**src/i2seg_pkg.sv**
```systemverilog
// Shared types, constants and segment table for the seven-segment command generator.
package i2seg_pkg;

  localparam int VALUE_W = 16;
  localparam int CFG_W = 3;
  localparam int SEG_W = 8;
  localparam int ADDR_W = 4;
  localparam int QUEUE_DEPTH = 2;

  localparam logic [CFG_W-1:0] CLAMP_DIGITS = 3'd6;
  localparam logic [CFG_W-1:0] CLAMP_POINT = 3'd5;
  localparam logic [CFG_W-1:0] RESET_DIGIT_COUNT = 3'd6;
  localparam logic [CFG_W-1:0] RESET_POINT_POSITION = 3'd2;

  localparam logic REG_DIGIT_COUNT = 1'b0;
  localparam logic REG_POINT_POSITION = 1'b1;

  localparam logic [SEG_W-1:0] POINT_BIT = 8'h80;
  localparam logic [SEG_W-1:0] MINUS_PATTERN = 8'h01;
  localparam logic [SEG_W-1:0] BLANK_PATTERN = 8'h00;

  // x / 10 == (x * 52429) >> 19 for every 16-bit x
  localparam logic [VALUE_W-1:0] RECIP_TEN = 16'd52429;
  localparam int RECIP_SHIFT = 19;

  typedef struct packed {
    logic neg;
    logic [VALUE_W-1:0] mag;
  } item_t;

  typedef struct packed {
    logic [CFG_W-1:0] digit_count;
    logic [CFG_W-1:0] point_position;
  } cfg_t;

  typedef enum logic {
    ST_IDLE,
    ST_RUN
  } state_t;

  function automatic logic [SEG_W-1:0] seg_lookup(input logic [3:0] digit);
    logic [SEG_W-1:0] seg;
    unique case (digit)
      4'd0: seg = 8'h7e;
      4'd1: seg = 8'h30;
      4'd2: seg = 8'h6d;
      4'd3: seg = 8'h79;
      4'd4: seg = 8'h33;
      4'd5: seg = 8'h5b;
      4'd6: seg = 8'h5f;
      4'd7: seg = 8'h70;
      4'd8: seg = 8'h7f;
      4'd9: seg = 8'h7b;
      default: seg = BLANK_PATTERN;
    endcase
    return seg;
  endfunction

endpackage

```
**src/i2seg_front.sv**
```systemverilog
// Front end: value intake with sign/magnitude split, and the clamped configuration registers.
module i2seg_front (
  input  logic                             clk,
  input  logic                             rst,
  input  logic                             start,
  input  logic [i2seg_pkg::VALUE_W-1:0]    value,
  input  logic                             queue_full,
  input  logic                             write_enable,
  input  logic                             write_index,
  input  logic [i2seg_pkg::CFG_W-1:0]      write_data,
  output logic                             busy,
  output logic                             push,
  output i2seg_pkg::item_t                 push_item,
  output i2seg_pkg::cfg_t                  cfg
);

  logic [i2seg_pkg::CFG_W-1:0] digit_count;
  logic [i2seg_pkg::CFG_W-1:0] point_position;

  assign busy = queue_full;
  assign push = start && !queue_full;

  // -32768 negates to 32768, which still fits the unsigned 16-bit magnitude
  always_comb begin
    push_item.neg = value[i2seg_pkg::VALUE_W-1];
    push_item.mag = value[i2seg_pkg::VALUE_W-1] ? (~value + 16'd1) : value;
  end

  always_ff @(posedge clk) begin
    if (rst) begin
      digit_count <= i2seg_pkg::RESET_DIGIT_COUNT;
      point_position <= i2seg_pkg::RESET_POINT_POSITION;
    end else if (write_enable) begin
      unique case (write_index)
        i2seg_pkg::REG_DIGIT_COUNT: begin
          digit_count <= (write_data > i2seg_pkg::CLAMP_DIGITS) ?
                         i2seg_pkg::CLAMP_DIGITS : write_data;
        end
        i2seg_pkg::REG_POINT_POSITION: begin
          point_position <= (write_data > i2seg_pkg::CLAMP_POINT) ?
                            i2seg_pkg::CLAMP_POINT : write_data;
        end
        default: ;
      endcase
    end
  end

  assign cfg.digit_count = digit_count;
  assign cfg.point_position = point_position;

endmodule

```
**src/i2seg_queue.sv**
```systemverilog
// Short queue of classified values between front and back end.
module i2seg_queue (
  input  logic              clk,
  input  logic              rst,
  input  logic              push,
  input  i2seg_pkg::item_t  push_item,
  input  logic              pop,
  output logic              full,
  output logic              empty,
  output i2seg_pkg::item_t  head
);

  localparam int PTR_W = $clog2(i2seg_pkg::QUEUE_DEPTH);
  localparam int CNT_W = $clog2(i2seg_pkg::QUEUE_DEPTH + 1);

  i2seg_pkg::item_t       slots [i2seg_pkg::QUEUE_DEPTH];
  logic [PTR_W-1:0]       wptr;
  logic [PTR_W-1:0]       rptr;
  logic [CNT_W-1:0]       count;

  assign full = (count == CNT_W'(i2seg_pkg::QUEUE_DEPTH));
  assign empty = (count == '0);
  assign head = slots[rptr];

  always_ff @(posedge clk) begin
    if (push && !full) begin
      slots[wptr] <= push_item;
    end
  end

  always_ff @(posedge clk) begin
    if (rst) begin
      wptr <= '0;
      rptr <= '0;
      count <= '0;
    end else begin
      if (push && !full) begin
        wptr <= (wptr == PTR_W'(i2seg_pkg::QUEUE_DEPTH - 1)) ? '0 : wptr + 1'b1;
      end
      if (pop && !empty) begin
        rptr <= (rptr == PTR_W'(i2seg_pkg::QUEUE_DEPTH - 1)) ? '0 : rptr + 1'b1;
      end
      unique case ({push && !full, pop && !empty})
        2'b10: count <= count + 1'b1;
        2'b01: count <= count - 1'b1;
        default: ;
      endcase
    end
  end

endmodule

```
**src/i2seg_back.sv**
```systemverilog
// Back end: walks display positions, one digit-register command per cycle while running.
module i2seg_back #(
  parameter int MAX_POSITIONS = 8
) (
  input  logic                              clk,
  input  logic                              rst,
  input  logic                              empty,
  input  i2seg_pkg::item_t                  head,
  input  i2seg_pkg::cfg_t                   cfg,
  output logic                              pop,
  output logic                              strobe,
  output logic [i2seg_pkg::ADDR_W-1:0]      digit_address,
  output logic [i2seg_pkg::SEG_W-1:0]       segments,
  output logic                              last
);

  localparam int PW = $clog2(MAX_POSITIONS + 1);
  localparam int PROD_W = 2 * i2seg_pkg::VALUE_W;

  i2seg_pkg::state_t state, state_next;

  logic [PW-1:0]                    pos, pos_next;
  logic [i2seg_pkg::VALUE_W-1:0]    mag, mag_next;
  logic                             neg;
  logic                             minus_done, minus_done_next;

  logic [PROD_W-1:0]                prod;
  logic [i2seg_pkg::VALUE_W-1:0]    quot;
  logic [3:0]                       digit;
  logic [PW-1:0]                    point_w, count_w;

  logic [i2seg_pkg::SEG_W-1:0]      cmd_seg;
  logic                             cmd_last;
  logic                             emit;

  assign point_w = PW'(cfg.point_position);
  assign count_w = PW'(cfg.digit_count);

  assign prod = PROD_W'(mag) * PROD_W'(i2seg_pkg::RECIP_TEN);
  assign quot = i2seg_pkg::VALUE_W'(prod >> i2seg_pkg::RECIP_SHIFT);
  assign digit = 4'(mag - i2seg_pkg::VALUE_W'(quot * 16'd10));

  // command selection for the current position
  always_comb begin
    cmd_seg = i2seg_pkg::BLANK_PATTERN;
    mag_next = mag;
    minus_done_next = minus_done;
    pos_next = pos + 1'b1;
    priority if (pos <= point_w) begin
      cmd_seg = i2seg_pkg::seg_lookup(digit) |
                ((pos == point_w) ? i2seg_pkg::POINT_BIT : i2seg_pkg::BLANK_PATTERN);
      mag_next = quot;
    end else if (pos < count_w && mag != '0) begin
      cmd_seg = i2seg_pkg::seg_lookup(digit);
      mag_next = quot;
    end else if (neg && !minus_done && pos < PW'(MAX_POSITIONS)) begin
      cmd_seg = i2seg_pkg::MINUS_PATTERN;
      minus_done_next = 1'b1;
    end else begin
      cmd_seg = i2seg_pkg::BLANK_PATTERN;
    end
    // anything left after this one: point digits, digits or blanks, or a pending minus
    cmd_last = !((pos_next <= point_w) || (pos_next < count_w) ||
                 (neg && !minus_done_next && pos_next < PW'(MAX_POSITIONS)));
  end

  always_comb begin
    state_next = state;
    unique case (state)
      i2seg_pkg::ST_IDLE: if (!empty) state_next = i2seg_pkg::ST_RUN;
      i2seg_pkg::ST_RUN:  if (cmd_last) state_next = i2seg_pkg::ST_IDLE;
      default:            state_next = i2seg_pkg::ST_IDLE;
    endcase
  end

  always_comb begin
    pop = 1'b0;
    emit = 1'b0;
    unique case (state)
      i2seg_pkg::ST_IDLE: pop = !empty;
      i2seg_pkg::ST_RUN:  emit = 1'b1;
      default: ;
    endcase
  end

  always_ff @(posedge clk) begin
    if (rst) begin
      state <= i2seg_pkg::ST_IDLE;
      strobe <= 1'b0;
    end else begin
      state <= state_next;
      strobe <= emit;
    end
  end

  always_ff @(posedge clk) begin
    if (pop) begin
      mag <= head.mag;
      neg <= head.neg;
      pos <= '0;
      minus_done <= 1'b0;
    end else if (emit) begin
      mag <= mag_next;
      pos <= pos_next;
      minus_done <= minus_done_next;
    end
    if (emit) begin
      digit_address <= i2seg_pkg::ADDR_W'(pos) + 1'b1;
      segments <= cmd_seg;
      last <= cmd_last;
    end
  end

endmodule

```
**src/integer_to_segment_digit_commands_top.sv**
```systemverilog
// Top level of the signed-number to seven-segment digit command generator.
// Usage:
//   Input: a value is transferred at a rising edge with start high and busy low.
//   Output: each digit-register command (digit_address, segments, last) is shown
//   for one cycle with strobe high; last marks the final command of a value.
//   Config: write_enable/write_index/write_data load digit_count (index 0) or
//   point_position (index 1), clamped to 6 and 5; write only while idle.
// Sequencing:
//   The back end walks one display position per cycle, so a value yields 1 to 7
//   commands on consecutive cycles. A transferred value passes through the queue,
//   is loaded by the back end in its idle state, and the run state then registers
//   each command; the back end finishes one value before it loads the next one.
//   The per-cycle step is one 16x16 reciprocal multiply for the divide by ten.
//   A two-entry queue lets the next values be taken while commands go out;
//   busy is high only while that queue is full.
// Reset: rst clears the queue and sequencer, digit_count returns to 6 and
//   point_position to 2. The receiver cannot stall; commands are never held.
module integer_to_segment_digit_commands_top #(
  parameter int MAX_POSITIONS = 8
) (
  input  logic                              clk,
  input  logic                              rst,
  input  logic                              start,
  output logic                              busy,
  input  logic signed [15:0]                value,
  output logic                              strobe,
  output logic [3:0]                        digit_address,
  output logic [7:0]                        segments,
  output logic                              last,
  input  logic                              write_enable,
  input  logic                              write_index,
  input  logic [2:0]                        write_data
);

  logic               push;
  logic               pop;
  logic               queue_full;
  logic               queue_empty;
  i2seg_pkg::item_t   push_item;
  i2seg_pkg::item_t   head;
  i2seg_pkg::cfg_t    cfg;

  i2seg_front u_front (
    .clk          (clk),
    .rst          (rst),
    .start        (start),
    .value        (value),
    .queue_full   (queue_full),
    .write_enable (write_enable),
    .write_index  (write_index),
    .write_data   (write_data),
    .busy         (busy),
    .push         (push),
    .push_item    (push_item),
    .cfg          (cfg)
  );

  i2seg_queue u_queue (
    .clk       (clk),
    .rst       (rst),
    .push      (push),
    .push_item (push_item),
    .pop       (pop),
    .full      (queue_full),
    .empty     (queue_empty),
    .head      (head)
  );

  i2seg_back #(
    .MAX_POSITIONS (MAX_POSITIONS)
  ) u_back (
    .clk           (clk),
    .rst           (rst),
    .empty         (queue_empty),
    .head          (head),
    .cfg           (cfg),
    .pop           (pop),
    .strobe        (strobe),
    .digit_address (digit_address),
    .segments      (segments),
    .last          (last)
  );

endmodule

```
**config.mk**
```make
export PLATFORM = sky130hd
export DESIGN_NAME = integer_to_segment_digit_commands_top
export DESIGN_NICKNAME = d
export VERILOG_FILES = /design/src/i2seg_pkg.sv /design/src/i2seg_front.sv /design/src/i2seg_queue.sv /design/src/i2seg_back.sv /design/src/integer_to_segment_digit_commands_top.sv
export SDC_FILE = /design/constraint.sdc
export NUM_CORES = 1
export LEC_CHECK = 0
export BUFFER_PORTS_ARGS = -buffer_cell sky130_fd_sc_hd__buf_4
export CORE_UTILIZATION = 60
export CTS_BUF_LIST = sky130_fd_sc_hd__clkbuf_8
export CTS_CLUSTER_SIZE = 24
export DETAILED_ROUTE_END_ITERATION = 16
export PLACE_DENSITY = 0.85
export SYNTH_ARGS = -nofsm -noshare
export SYNTH_HDL_FRONTEND = slang
export SYNTH_HIERARCHICAL = 1
export SYNTH_SLANG_ARGS = --single-unit
```
**constraint.sdc**
```tcl
create_clock -name clk -period 8.4 [get_ports clk]
set_clock_uncertainty 0.1 [all_clocks]
set_input_delay 1.68 -clock clk [delete_from_list [all_inputs] [get_ports clk]]
set_output_delay 1.68 -clock clk [all_outputs]
set_load 0.005 [all_outputs]
```
==> reports/qor.yml, run 1 <==
wl_per_cell_um: 16.1
synth_common_cells: "inv_1, ha_1, fa_1, edfxtp_1, nand2_1"
synth_mux_area_share_pct: 3.12
cts_sinks: 82
clockRootBuffer: "clkbuf_8"
hold_class: "flop to flop"
cts_tree: "yes"
crit_top_cell: "fa_1"
synthAdderAreaFrac_pct: 42.0
worstPathRequired_ns: 8.52
arrival_ns: 7.48
slew_headroom_pct: 34.9
synth.top_cell.area_share_pct: 23.2
path_max_fanout: 10
first_pass_iters: 4
yosysTopAreaCell: "ha_1"
cts_resized: 0
numCtsBuffers: 9
die_w_um: 122
synth_seq_area_share_pct: 26.6
num_vias: 5611
fillers: 1025
syn_inst: 801
clkLatencyLatePin_ns: 0.36
status: "completed"
clk_pin_slew_ns: 0.09
synth_top_family_by_area: "adder cells"
cp-start-kind: "flop"
finalMaxSlewViolations: 0
grt_pass1_vias: 6048
worstMarginPinSlew_ns: 0.975
row_count: 43
synth_flop_cell: "edfxtp_1"
drt-initial-drc-count: 291
die_h_um: 122
timing.fmax_ghz: 0.136
setup_viol: 0
syn_nets: 1065
criticalPathCategory: "flop to flop"
io_pins: 39
ys_seq_elements: 82
synth.most_common_cell: "inv_1"
synth-xor-area-share_pct: 4.28
finalCritPeriodShare_pct: 87.7
finalHoldViolCount: 0
nets: 1104
ys_async_sr_fraction_pct: 0
port_buffers: 38
ys_types: 63
die_area_um2: 14800
synth_compound_area_share_pct: 7.40
post_cts_buffers: 0
drc: 0
vias_per_cell: 5.47
timing.setup.tns_ns: 0
synthesis.area_um2: 8590
clk_path_buf_depth: 2
layout-drive-gt1-share_pct: 10.8
grt_setup_unrepaired: "false"
grt_max_degree: 33
initial_core_util_pct: 61.6
ctsHtreeMaxLevel: 3
gp_congestion: 0.935
post-place-cells: 1009
min_period_ns: 7.36
wirelength_um: 16500
core-area_um2: 13900
hold_buffers: 0
critPathSlowestCell: "fa_1"
synth_area_leaders: "ha_1, edfxtp_1, fa_1"
gr-usage-all-layers_pct: 24.8
grt_pass1_wl_um: 28200
synth_edf_count: 64
drt.antenna.violating_nets: 0
synth-simple-area-share_pct: 8.22
area_delta_synth_final_pct: 7.78
path_delay_family: "adder cells"
instances_no_fill: 1025
antenna_found_initial: 0
cap_viol_max_count: 0
cp-end-kind: "flop"
antenna_cells: 0
crit_buf_inv: 5
dp_hpwl_um: 13800
critPathMaxStageDelay_ns: 0.55
synth_area_per_cell_um2: 10.7
globalRouteOverflowTotal: 0
yosysWarnings: 6
## layout make-up
class | count | area [um2] | share of cell area (%)
Inverter | 176 | 661 | 7.14
Sequential cell | 82 | 2280 | 24.7
Timing Repair Buffer | 40 | 300 | 3.24
Clock buffer | 9 | 124 | 1.34
Clock inverter | 7 | 75.1 | 0.811
Tap cell | 180 | 225 | 2.43
Multi-Input combinational cell | 531 | 5590 | 60.4
## cells by family after synthesis
family,Yosys count
multiplexers,24
flip-flops,82
AND/OR/NAND/NOR,137
XOR/XNOR,39
AO/OA/AOI/OAI,91
adder cells (fa/ha/maj),240
buffers and inverters,188
## worst min-delay path: cells and delay by family (launching register included)
| kind | cells | cell delay (ns) |
|---|---|---|
| AO/OA/AOI/OAI | 1 | 0.05 |
| flip-flops | 1 | 0.32 |
| AND/OR/NAND/NOR | 1 | 0.05 |
## state kept, by name (all words and copies together), names as in the netlist, 2 cells and up, named ones only
signal / cells
u_back/segments: 8
u_front/digit_count: 3
u_back/digit_address: 4
u_queue/count: 2
u_back/pos: 4
u_front/point_position: 3
u_queue/slots: 34
u_back/mag: 16
## cells in the final DEF (no fill, tap or decap), types with 3 or more instances in the layout
cell type / instances
a211o_1: 5
a21o_1: 4
a21oi_1: 26
a31oi_1: 5
and2_1: 5
buf_4: 40
clkbuf_8: 9
dfxtp_1: 18
edfxtp_1: 64
fa_1: 81
ha_1: 159
inv_1: 175
mux2_1: 7
mux2_2: 15
nand2_1: 49
nand2b_1: 5
nand3_1: 10
nand3b_1: 3
nand4_1: 5
nor2_1: 22
nor2b_1: 8
nor3_1: 6
o21a_1: 3
o21ai_0: 17
o21ai_1: 4
o31a_1: 4
o31ai_1: 4
or2_2: 3
or3_1: 5
xnor2_1: 26
xor2_1: 11
## layer usage
layer	share of wire [%]	up-vias	global-route usage, %
met5	0	-	0
li1	-	2735	-
met4	1.7	0	7.33
met2	51	124	43.8
met3	4.1	26	3.60
met1	43	2726	31.4
## worst paths after layout
check	start	end	slack (ns)	cells past startpoint
max	u_back/mag[3]	u_back/segments[4]	1.04	25
min	u_front/point_position[2]	u_front/point_position[2]	0.37	2
max reg2reg	u_back/mag[3]	u_back/segments[4]	1.04	25
min reg2reg	u_front/point_position[2]	u_front/point_position[2]	0.37	2
## metrics by stage
step           instance area, um2  hold WS (ns)  util (%)  setup slack [ns]
2_1_floorplan                8590         0.330         -              1.65
3_5_place_dp                 9060         0.350      65.0              1.08
5_1_grt                      9260         0.401      66.4             0.655
6_report                     9260         0.370      66.4              1.04
3_3_place_gp                 9060         0.343      65.0              1.24
4_1_cts                      9260         0.363      66.4              1.04
Power of run 1 is left out: the tool's default activity adds up to more than one toggle a clock period on the data nets, which glitch-free logic cannot reach.
==> run 2: changes to the inputs <==
--- a/config.mk
+++ b/config.mk
@@ -7,10 +7,11 @@
 export LEC_CHECK = 0
 export BUFFER_PORTS_ARGS = -buffer_cell sky130_fd_sc_hd__buf_4
 export CORE_UTILIZATION = 60
-export CTS_BUF_LIST = sky130_fd_sc_hd__clkbuf_8
+export CTS_BUF_LIST = sky130_fd_sc_hd__clkbuf_16
 export CTS_CLUSTER_SIZE = 24
 export DETAILED_ROUTE_END_ITERATION = 16
 export PLACE_DENSITY = 0.85
+export SLEW_MARGIN = 0
 export SYNTH_ARGS = -nofsm -noshare
 export SYNTH_HDL_FRONTEND = slang
 export SYNTH_HIERARCHICAL = 1
==> constraint.sdc (replaced) <==
create_clock -name clk -period 7.5 [get_ports clk]
set_clock_uncertainty 0.1 [all_clocks]
set_input_delay 1.5 -clock clk [delete_from_list [all_inputs] [get_ports clk]]
set_output_delay 1.5 -clock clk [all_outputs]
set_load 0.005 [all_outputs]
==> run 2 against run 1 <==
- routed wire length is 4.0% higher
- first-iteration DRC count fell by 1.0%
- clock-buffer cell count unchanged
- setup slack got worse by 0.78 ns
- sequential share of layout area shrank 0.55 points
- register-to-register slack worse by 0.78 ns
- largest cell class unchanged
- via count up 2.7%
==> reports/qor.yml, run 2 (same netlist as run 1, synthesis figures left out) <==
final_cell_mix: "inv_1, ha_1, fa_1"
clkLatencyLatePin_ns: 0.34  # -0.02 ns
layout-drive-gt1-share_pct: 12.5  # +1.8 points
hold_class: "flop to flop"
cts_sinks: 82  # unchanged
clk_pin_slew_ns: 0.06  # -0.03 ns
clockRootBuffer: "clkbuf_16"
gp_congestion: 0.926  # -1.0%
final_area_um2: 9470  # +2.3%
timing.fmax_ghz: 0.138  # +1.7%
cts_tree: "yes"
area_delta_synth_final_pct: 10.2
critPathSlowestCell: "fa_1"
crit_top_cell: "fa_1"
setup_ws_ns: 0.258  # -0.777 ns
fillers: 1021  # -0.39%
cp-end-kind: "flop"
grt_use_met2_pct: 43.6  # -0.18 points
r2r-start: "u_back/mag[1]"
wl_per_cell_um: 16.5  # +2.3%
initial_core_util_pct: 61.6  # unchanged
regArea_um2: 2280  # unchanged
worstPathRequired_ns: 7.46  # -1.06 ns
busiest_layer: "met2"
ctsHtreeMaxLevel: 3  # unchanged
grt_max_degree: 33  # unchanged
finalHoldViolCount: 0  # unchanged
gr-usage-all-layers_pct: 25.2  # +0.38 points
min_period_ns: 7.24  # -0.123 ns
wirelength_um: 17200  # +4.0%
reg_top3: "u_queue/slots: 34 flops, u_back/mag: 16 flops, u_back/segments: 8 flops"
slew_headroom_pct: 33.2  # -1.7 points
grt_use_met1_pct: 31.9  # +0.43 points
dpl_cell_area_um2: 9090  # +0.33%
setup_viol: 0  # unchanged
vias_per_cell: 5.53  # +1.1%
num_vias: 5764  # +2.7%
largest_reg_flops: 34  # unchanged
finalCritPeriodShare_pct: 96.6  # +8.9 points
drt-initial-drc-count: 288  # -1.0%
die_area_um2: 14800  # unchanged
clk_path_buf_depth: 2  # unchanged
cp-start-kind: "flop"
post-place-cells: 1013  # +0.40%
worstMarginPinSlew_ns: 1.00  # +0.0261 ns
status: "completed"
crit_buf_inv: 3  # -2
globalRouteOverflowTotal: 0  # unchanged
worstHoldStart: "u_front/point_position[2]"
r2r_setup_slack_ns: 0.26  # -0.78 ns
port_buffers: 38  # unchanged
path_cells: "ha_1 -> xor2_1 -> ha_1 -> fa_1 -> fa_1 -> fa_1 -> inv_1 -> fa_1 -> inv_1 -> ha_1 -> a211o_1 -> a21oi_2 -> o211a_1 -> a21o_2 -> xnor2_1 -> ha_1 -> fa_1 -> xnor2_1 -> xnor2_1 -> xnor2_2 -> buf_4 -> nor3_1 -> a21oi_1 -> a31oi_1"
die_h_um: 122  # unchanged
numCtsBuffers: 9  # unchanged
hold_path_depth: 2  # unchanged
grt_pass1_vias: 5926  # -2.0%
first_pass_iters: 5  # +1
nets: 1121  # +1.5%
drc: 0  # unchanged
critPathMaxStageDelay_ns: 0.55  # about the same
criticalPathCategory: "flop to flop"
place_ws_ns: 0.194  # -0.884 ns
path_max_fanout: 8  # -2
finalMaxSlewViolations: 0  # unchanged
top_register: "u_queue/slots"
drt.antenna.violating_nets: 0  # unchanged
rr_worst_depth: 24  # -4.0%
instances_no_fill: 1042  # +1.7%
io_pins: 39  # unchanged
antenna_found_initial: 0  # unchanged
gr-usage-met3_pct: 4.49  # +0.89 points
die_w_um: 122  # unchanged
layout_commonest_cell: "inv_1"
cap_viol_max_count: 0  # unchanged
row_count: 43  # unchanged
r2r-end: "u_back/segments[3]"
arrival_ns: 7.20  # -0.28 ns
multi_input_area_um2: 5610  # +0.36%
holdPathEnd: "u_front/point_position[2]"
dp_hpwl_um: 13900  # +0.96%
grt_pass1_wl_um: 28300  # +0.44%
antenna_cells: 0  # unchanged
core-area_um2: 13900  # unchanged
path_delay_family: "adder cells"
run 2: worst max-delay path by stage:
stage | from | endpoint | cells past startpoint
floorplan | u_back/mag[2] | u_back/segments[4] | 25
global placement | u_back/mag[2] | u_back/segments[0] | 25
detailed placement | u_back/mag[2] | u_back/segments[4] | 25
CTS | u_back/mag[2] | u_back/segments[4] | 25
global route | u_back/mag[3] | u_back/segments[4] | 26
finish | u_back/mag[1] | u_back/segments[3] | 24
run 2: worst register-to-register path, stage by stage, from the launching register on:
cell and delay [ns]:
edfxtp_1 0.50, ha_1 0.42, xor2_1 0.20, ha_1 0.32, fa_1 0.51, fa_1 0.52
fa_1 0.55, inv_1 0.06, fa_1 0.53, inv_1 0.04, ha_1 0.31, a211o_1 0.31
a21oi_2 0.18, o211a_1 0.25, a21o_2 0.21, xnor2_1 0.11, ha_1 0.23, fa_1 0.38
xnor2_1 0.15, xnor2_1 0.26, xnor2_2 0.15, buf_4 0.20, nor3_1 0.10, a21oi_1 0.24
a31oi_1 0.12
run 2: final cells by class:
cell class | instances | area share [%]
clock buffer | 9 | 2.38
clock inverter | 7 | 0.463
inverter | 176 | 6.98
multi-input combinational | 532 | 59.3
sequential | 82 | 24.1
tap | 180 | 2.38
timing repair buffer | 56 | 4.44
run 2: layer usage:
metal  share of wire (%)  vias to the layer above
met5                   0                        -
met4                 2.5                        0
met3                 4.6                       35
met2                  50                      157
met1                  43                     2795
li1                    -                     2777
run 2: timing repair:
| item | 4_1_cts | 5_1_grt |
|---|---|---|
| gates resized for setup | 0 | 1 |
| hold buffers | 0 | 0 |
| setup buffers | 0 | 12 |
| endpoints found under the setup margin | 0 | 7 |
run 2: metrics by stage:
stage,setup TNS [ns],util [%],hold slack [ns]
finish,0,67.9,0.364
global route,-0.0290,67.9,0.405
CTS,0,67.2,0.359
detailed placement,0,65.2,0.350
global placement,0,65.2,0.343
floorplan,0,-,0.330
Power of run 2 is left out for the same reason.
